File: src/hw/rtl/cle_pkg.sv
// Shared types and constants for the cursor list engine.
// Holds request codes, status codes and the controller/datapath interface structs.
// No dependencies.
package cle_pkg;

    // Field widths fixed by the item format.
    localparam int REQ_W  = 3;
    localparam int CHAR_W = 8;
    localparam int STAT_W = 2;
    localparam int LEN_W  = 9;

    // Request codes.
    localparam logic [REQ_W-1:0] REQ_ADD    = 3'd0;
    localparam logic [REQ_W-1:0] REQ_DELETE = 3'd1;
    localparam logic [REQ_W-1:0] REQ_TAKE   = 3'd2;
    localparam logic [REQ_W-1:0] REQ_CHANGE = 3'd3;
    localparam logic [REQ_W-1:0] REQ_RIGHT  = 3'd4;
    localparam logic [REQ_W-1:0] REQ_FIRST  = 3'd5;
    localparam logic [REQ_W-1:0] REQ_CLEAR  = 3'd6;
    localparam logic [REQ_W-1:0] REQ_QUERY  = 3'd7;

    // Result status codes.
    localparam logic [STAT_W-1:0] STAT_OK     = 2'd0;
    localparam logic [STAT_W-1:0] STAT_EMPTY  = 2'd1;
    localparam logic [STAT_W-1:0] STAT_AT_END = 2'd2;
    localparam logic [STAT_W-1:0] STAT_FULL   = 2'd3;

    // Commands from the controller to the datapath.
    typedef struct packed {
        logic accept;    // latch the request and read the cursor node
        logic rd_second; // read the second node
        logic execute;   // apply the request, first memory write
        logic wr_second; // second link write
        logic load_out;  // move the result into the output register
    } cle_cmd_t;

    // Status from the datapath to the controller.
    typedef struct packed {
        logic need_wr2;  // the request being executed needs a second link write
    } cle_sts_t;

endpackage

File: src/hw/rtl/cle_ctrl.sv
// Sequencing controller for the cursor list engine.
// Drives the datapath commands and owns the handshakes of both channels.
// Depends on cle_pkg.
module cle_ctrl
(
    input  logic              clk,
    input  logic              rst_n,
    input  logic              s_tvalid,
    output logic              s_tready,
    output logic              m_tvalid,
    input  logic              m_tready,
    output cle_pkg::cle_cmd_t cmd,
    input  cle_pkg::cle_sts_t sts
);

    localparam logic [2:0] ST_IDLE = 3'd0;
    localparam logic [2:0] ST_RD2  = 3'd1;
    localparam logic [2:0] ST_EXEC = 3'd2;
    localparam logic [2:0] ST_WR2  = 3'd3;
    localparam logic [2:0] ST_PUT  = 3'd4;

    logic [2:0] state_reg;
    logic [2:0] state_next;
    logic       out_valid_reg;
    logic       out_valid_next;
    logic       out_free;

    assign s_tready = (state_reg == ST_IDLE);
    assign m_tvalid = out_valid_reg;
    assign out_free = !out_valid_reg || m_tready;

    // Next state and commands.
    always_comb
    begin
        state_next = state_reg;
        cmd        = '0;
        case (state_reg)
            ST_IDLE:
            begin
                if (s_tvalid)
                begin
                    cmd.accept = 1'b1;
                    state_next = ST_RD2;
                end
            end
            ST_RD2:
            begin
                cmd.rd_second = 1'b1;
                state_next    = ST_EXEC;
            end
            ST_EXEC:
            begin
                cmd.execute = 1'b1;
                state_next  = sts.need_wr2 ? ST_WR2 : ST_PUT;
            end
            ST_WR2:
            begin
                cmd.wr_second = 1'b1;
                state_next    = ST_PUT;
            end
            ST_PUT:
            begin
                if (out_free)
                begin
                    cmd.load_out = 1'b1;
                    state_next   = ST_IDLE;
                end
            end
            default:
            begin
                state_next = ST_IDLE;
            end
        endcase
    end

    // The output beat stays valid until the receiver takes it.
    always_comb
    begin
        if (cmd.load_out)
        begin
            out_valid_next = 1'b1;
        end
        else if (m_tready)
        begin
            out_valid_next = 1'b0;
        end
        else
        begin
            out_valid_next = out_valid_reg;
        end
    end

    always_ff @(posedge clk or negedge rst_n)
    begin
        if (!rst_n)
        begin
            state_reg     <= ST_IDLE;
            out_valid_reg <= 1'b0;
        end
        else
        begin
            state_reg     <= state_next;
            out_valid_reg <= out_valid_next;
        end
    end

    // An accepted beat always starts the second read stage.
    a_accept_to_rd2: assert property (@(posedge clk) disable iff (!rst_n)
        s_tvalid && s_tready |=> state_reg == ST_RD2)
        else $error("accepted request did not move to the second read");

    // A result only becomes valid from the result hand-over state.
    a_valid_from_put: assert property (@(posedge clk) disable iff (!rst_n)
        $rose(out_valid_reg) |-> $past(state_reg) == ST_PUT)
        else $error("output became valid outside the hand-over state");

endmodule

File: config.mk
export PLATFORM = sky130hd
export DESIGN_NAME = cle_ctrl
export DESIGN_NICKNAME = d
export VERILOG_FILES = /design/src/hw/rtl/cle_pkg.sv /design/src/hw/rtl/cle_ctrl.sv
export SDC_FILE = /design/constraint.sdc
export NUM_CORES = 1
export LEC_CHECK = 0
export BUFFER_PORTS_ARGS = -buffer_cell sky130_fd_sc_hd__buf_2
export CELL_PAD_IN_SITES_DETAIL_PLACEMENT = 1
export CELL_PAD_IN_SITES_GLOBAL_PLACEMENT = 2
export CORE_AREA = 10 10 47 49
export CTS_BUF_LIST = sky130_fd_sc_hd__clkbuf_8
export CTS_CLUSTER_DIAMETER = 80
export DETAILED_ROUTE_END_ITERATION = 6
export DIE_AREA = 0 0 57 59
export PLACE_DENSITY = 0.67
export SYNTH_ARGS = -nofsm -noshare
export SYNTH_HDL_FRONTEND = slang
export SYNTH_SLANG_ARGS = --single-unit
File: constraint.sdc
create_clock -name clk -period 1.55 [get_ports clk]
set_input_delay 0.155 -clock clk [delete_from_list [all_inputs] [get_ports clk]]
set_output_delay 0.155 -clock clk [all_outputs]
set_load 0.03 [all_outputs]
==> results of run 1 <==
## per-stage QoR
step / area, um2 / setup WS, ps / utilization, %
after floorplan: 250.2 / 142.9 / -
final: 380.4 / 42.81 / 27.14
after CTS: 365.4 / 17.32 / 26.07
after detailed placement: 310.3 / 201.4 / 22.14
after global routing: 380.4 / 9.945 / 27.14
after global placement: 310.3 / 242.0 / 22.14
## repair_timing
action                                  CTS  global route
resized for setup                         2             0
endpoints found under the setup margin    1             1
setup buffers                             0             2
hold endpoints to repair                  4             0
cloned                                    0             0
pin swaps                                 0             0
hold buffers                              1             0
## area by class of cell
| type | instances | area (um2) | share of cell area, % |
|---|---|---|---|
| clock buffer | 3 | 41.29 | 10.86 |
| inverter | 1 | 3.754 | 0.9868 |
| multi-input combinational | 17 | 116.4 | 30.59 |
| sequential | 4 | 101.3 | 26.64 |
| tap | 16 | 20.02 | 5.263 |
| timing repair buffer | 16 | 97.59 | 25.66 |
## critical path, stage by stage, from the launching register on
cell     delay [ps]
dfrtp_2         430
or3b_4          400
nor2b_1         130
buf_4           170
## Yosys cell counts
master    count  area share [%]
a211oi_1      1             3.0
o32ai_2       1             6.5
buf_6         2             9.0
nand3b_1      1             3.0
nor3b_1       2             6.0
nor3_1        3             6.0
a21oi_1       1             2.0
nand2b_1      3             7.5
nand2_1       2             3.0
dfrtp_1       4              40
nor2b_1       2             5.0
inv_1         1             1.5
or3b_4        1             4.5
buf_4         1             3.0
## power groups by stage
stage	registers (mW)	clock network [mW]	logic, mW
2_1_floorplan	0.204	0	0.343
3_3_place_gp	0.182	0	0.455
3_5_place_dp	0.184	0	0.460
4_1_cts	0.185	0.225	0.468
5_1_grt	0.186	0.225	0.530
6_report	0.179	0.217	0.498
## final timing paths
path / endpoint / slack, ps
max: cmd[0] / 40
min: state_reg[0]$_DFFE_PN0P_ / 210
max reg2reg: state_reg[2]$_DFFE_PN0P_ / 480
min reg2reg: m_tvalid$_DFFE_PN0P_ / 540
max in group asynchronous: state_reg[1]$_DFFE_PN0P_ / 1140
min in group asynchronous: state_reg[0]$_DFFE_PN0P_ / 280
## logic make-up (layout without fill, tap and decap cells)
| family | Yosys count | in the layout |
|---|---|---|
| and+or+nand+nor | 14 | 14 |
| AOI/OAI and AO/OA | 3 | 3 |
| buffers and inverters | 4 | 20 |
| DFF | 4 | 4 |
## routing by layer
| layer | routed length, um | GRT usage [%] | up-vias | part of all wire, % |
|---|---|---|---|---|
| met5 | 0 | 0 | - | 0 |
| met4 | 19 | 4.027 | 0 | 2.7 |
| met3 | 20 | 1.288 | 2 | 2.9 |
| met2 | 418 | 7.442 | 4 | 60 |
| met1 | 241 | 2.847 | 107 | 35 |
| li1 | - | - | 118 | - |
==> out/summary.txt, run 1 <==
Least-Margin Pin Slew - 213.8 ps
Syn Area/Cell - 10.01 um2
GRT Resource Usage Total - 3.888%
largest net degree at the start of global routing - 10
Detail Route Antenna Nets - 0
FILL cells - 177
Peak Freq - 663.5 MHz
most frequent cells in the layout - buf_2 (10), buf_4 (5)
post-synthesis sequential area ratio - 40.00%
Max Slew Vio Count - 0
number of synthesized register bits - 4
Hold Vio Cnt, Final - 0
final setup vio count - 0
Lkg Pwr - 0.1876 nW
Syn. warnings - 0
Post-Syn Instances - 25
Final TNS setup - 0 ps
worst skew pair latency - 220 ps
FF-to-FF path depth - 2
Max Cap Viol - 0
Tcrit/Tclk final - 97.24%
largest family of logic cells by synthesized area - simple AND/OR/NAND/NOR gates
HP Class - primary input to flop
Crit. Startpoint - state_reg[1]$_DFFE_PN0P_
Worst EP required - 1390 ps
DR vias - 231
Max transition margin - 85.75%
number of remaining DRC errors - 0
CP Max Fanout - 5
hold path start - sts
switch share - 43.65%
htree depth - 1
wire per inst - 12.25 um
drt initial violations - 0
Crit path arrival time - 1350 ps
Initial Utilization - 17.86%
final cell count without fillers - 57
via/cell ratio - 4.053
Final Net Count - 48
Max rail drop VDD - 0.5831 mV
Die X - 57 um
NetSw - 390.5 uW
Layout Skew - 2.528 ps
simple-gate share of the synthesized area - 35.00%
port bufs - 11
clk buf depth - 2
post-synthesis compound-gate area fraction - 11.50%
Top Ports - 12
area grow syn2layout - 52.00%
CTS Buf Count - 3
CTS clock-pin slew for the worst setup and hold paths - 30 ps
global-route wire length before repair - 966 um
Routed WL - 698 um
PD cells - 2352 nW/um2
WS Path Type - flop to output port
library cells used by synthesis - 14
synthesized area - 250.2 um2
Critical Path End Type - output port
Int Pwr - 504.3 uW
Clock Sink Count - 4
gr ovfl total - 0
FP Rows - 14
Comb power frac - 55.6%
first-pass detailed-route iteration total - 1
Worst R2R Start - state_reg[1]$_DFFE_PN0P_
adder-cell share of the synthesized area - 0%
initial antenna violation count - 0
chip height - 59 um
post-synth net total - 30
Root Buffer - clkbuf_8
crit path launch type - flop
GP Congestion - 0.6883
TritonCTS clock tree - built
Final Critical Period - 1507 ps
hold slack - 211.4 ps
placed insts - 51
max reg flops - 3
mux cell area share after synthesis - 0%
layout cells sized above 1 - 51.22%
DP HPWL - 538.4 um
most common cell after layout, fill and taps aside - buf_2
n_diodes - 0
area of the core - 1401 um2
Flop pwr share - 20.1%
Hold Path Depth - 3
die area - 3363 um2
status - finished clean
vias in the first global route - 231
Total Power - 894.8 uW
Clk network pwr share - 24.3%
Post-Synth XOR/XNOR Area - 0%
RSZ-0062 raised after global routing - false
Power figures use the tool's default switching activity.
==> inputs of run 2 (changes only) <==
--- a/config.mk
+++ b/config.mk
@@ -5,6 +5,7 @@
 export SDC_FILE = /design/constraint.sdc
 export NUM_CORES = 1
 export LEC_CHECK = 0
+export ABC_AREA = 1
 export BUFFER_PORTS_ARGS = -buffer_cell sky130_fd_sc_hd__buf_2
 export CELL_PAD_IN_SITES_DETAIL_PLACEMENT = 1
 export CELL_PAD_IN_SITES_GLOBAL_PLACEMENT = 2
@@ -13,7 +14,7 @@
 export CTS_CLUSTER_DIAMETER = 80
 export DETAILED_ROUTE_END_ITERATION = 6
 export DIE_AREA = 0 0 57 59
-export PLACE_DENSITY = 0.67
+export PLACE_DENSITY = 0.72
 export SYNTH_ARGS = -nofsm -noshare
 export SYNTH_HDL_FRONTEND = slang
 export SYNTH_SLANG_ARGS = --single-unit
==> constraint.sdc (replaced) <==
create_clock -name clk -period 1.85 [get_ports clk]
set_input_delay 0.185 -clock clk [delete_from_list [all_inputs] [get_ports clk]]
set_output_delay 0.185 -clock clk [all_outputs]
set_load 0.03 [all_outputs]
==> run 2 against run 1 <==
Against the previous run:
- power down 20%
- combinational power down 27%
- via count up 9.5%
- flip-flop and latch count unchanged
- non-clock buffer count down 4
- critical path type unchanged
==> out/summary.txt, run 2 <==
Max Cap Viol - 0
post-synthesis sequential area ratio - 41.45%
WS Path Type - flop to output port
gr ovfl total - 0
Max rail drop VDD - 0.5601 mV
hold path start - m_tready
CTS clock-pin slew for the worst setup and hold paths - 30 ps
DP HPWL - 546.2 um
htree depth - 1
Routed WL - 680 um
Initial Utilization - 17.23%
Final TNS setup - 0 ps
library cells used by synthesis - 12
vias in the first global route - 285
CP Max Fanout - 5
number of synthesized register bits - 4
Hold EP - m_tvalid$_DFFE_PN0P_
Final Net Count - 55
layout cells sized above 1 - 35.42%
Synth Flop Type - dfrtp_1
Hold Vio Cnt, Final - 0
global-route wire length before repair - 1152 um
post-synth net total - 40
most common cell after layout, fill and taps aside - buf_2
HP Class - primary input to flop
Final Critical Period - 1431 ps
area of the core - 1401 um2
Critical Path End Type - output port
CTS Buf Count - 3
Worst EP required - 1660 ps
Die X - 57 um
Int Pwr - 366.1 uW
chip height - 59 um
die area - 3363 um2
Clock Sink Count - 4
Top Ports - 12
Post-synth EDFFs - 0
GRT Resource Usage Total - 4.410%
status - finished clean
top-count cell post-synth - inv_1
FF-to-FF path depth - 5
kind of cell adding the most delay to the critical path - simple AND/OR/NAND/NOR gates
Lkg Pwr - 0.2068 nW
largest net degree at the start of global routing - 9
n_diodes - 0
Layout Skew - 2.573 ps
TritonCTS clock tree - built
Post-synth top cells - inv_1 (8), nor2_1 (7), nand2_1 (6), dfrtp_1 (4)
Synth top area share - 41.45%
port bufs - 11
most area-consuming cells after synthesis - dfrtp_1 (41%), inv_1 (12%), nor2_1 (11%), nand2_1 (9.3%), nor2_2 (5.2%)
FF-to-FF setup slack - 890 ps
Placed Area - 297.8 um2
Syn. warnings - 0
worst r2r dst - state_reg[0]$_DFFE_PN0P_
Hold Path Depth - 2
most frequent cells in the layout - buf_2 (11), inv_1 (8), nor2_1 (7)
critical-path cell list - nor2_2 -> nand2_1 -> nor2_1 -> buf_2
Least-Margin Pin Slew - 284.5 ps
Comb power frac - 50.9%
drt initial violations - 4
wire per inst - 10.63 um
Tcrit/Tclk final - 77.35%
Worst R2R Start - state_reg[0]$_DFFE_PN0P_
Syn Area/Cell - 6.899 um2
worst path bufs/invs - 1
area grow syn2layout - 44.56%
GP Congestion - 0.6811
number of remaining DRC errors - 0
ys async rst share - 100.0%
initial antenna violation count - 0
crit path launch type - flop
Post-Syn Instances - 35
Flop pwr share - 23.8%
hold slack - 172.3 ps
switch share - 48.77%
via/cell ratio - 3.953
final setup vio count - 0
NetSw - 348.5 uW
Root Buffer - clkbuf_8
RSZ-0062 raised after global routing - false
max reg flops - 3
area leader, netlist - dfrtp_1
Detail Route Antenna Nets - 0
DR vias - 253
crit-path max cell delay - 410 ps
synthesized area - 241.5 um2
Crit path arrival time - 1250 ps
worst skew pair latency - 210 ps
Max transition margin - 81.04%
Post-CTS Setup Repair Bufs - 0
Max Slew Vio Count - 0
first-pass detailed-route iteration total - 2
FILL cells - 182
Peak Freq - 698.9 MHz
PD cells - 2047 nW/um2
Clk network pwr share - 25.4%
CP max-delay cell - dfrtp_1
FP Rows - 14
clk buf depth - 2
Final Instance Area - 349.1 um2
run 2: worst max-delay path by stage:
| stage | from | end | slack (ps) | depth (start not counted) |
|---|---|---|---|---|
| after floorplan | state_reg[0]$_DFFE_PN0P_ | cmd[4] | 610 | 3 |
| after CTS | state_reg[0]$_DFFE_PN0P_ | cmd[0] | 400 | 4 |
| after global placement | state_reg[0]$_DFFE_PN0P_ | cmd[0] | 660 | 4 |
| after detailed placement | state_reg[0]$_DFFE_PN0P_ | cmd[0] | 640 | 4 |
| after global routing | state_reg[0]$_DFFE_PN0P_ | cmd[0] | 310 | 4 |
| final | state_reg[0]$_DFFE_PN0P_ | cmd[0] | 420 | 4 |
run 2: area by class of cell:
type / count / area [um2] / share of cell area, %
Multi-Input combinational cell: 21 / 92.59 / 26.52
Sequential cell: 4 / 100.1 / 28.67
Timing Repair Buffer: 12 / 65.06 / 18.64
Tap cell: 16 / 20.02 / 5.735
Inverter: 8 / 30.03 / 8.602
Clock buffer: 3 / 41.29 / 11.83
run 2: through the flow:
step	util (%)	worst slack [ps]	instances	total power [mW]
finish	24.91	419.1	64	0.7146
global route	24.91	313.7	64	0.7774
CTS	24.91	400.4	64	0.7312
detailed placement	21.25	638.7	60	0.5410
global placement	21.25	659.0	60	0.5386
floorplan	-	608.8	35	0.4566
run 2: logic make-up (layout without fill, tap and decap cells):
kind of cell / after synthesis / after routing / share of synthesized area (%)
compound gates: 4 / 4 / 8.286
simple gates: 17 / 17 / 30.05
buf+inv: 10 / 23 / 20.21
flops: 4 / 4 / 41.45
run 2: metal layers:
layer / vias up / global-route usage [%] / share of wire, %
li1: 129 / - / -
met1: 115 / 4.756 / 46
met2: 7 / 6.202 / 49
met3: 2 / 1.502 / 2.9
met4: 0 / 5.034 / 2.5
met5: - / 0 / 0
run 2: power groups by stage:
stage | clock network [mW] | logic (mW) | registers (mW)
floorplan | 0 | 0.283 | 0.174
global placement | 0 | 0.370 | 0.169
detailed placement | 0 | 0.370 | 0.171
CTS | 0.187 | 0.374 | 0.170
global route | 0.194 | 0.405 | 0.179
finish | 0.181 | 0.364 | 0.170
run 2: repair_timing:
| item | in CTS | in global routing |
|---|---|---|
| resized for setup | 0 | 0 |
| endpoints found under the hold margin | 4 | 0 |
| hold buffers | 1 | 0 |
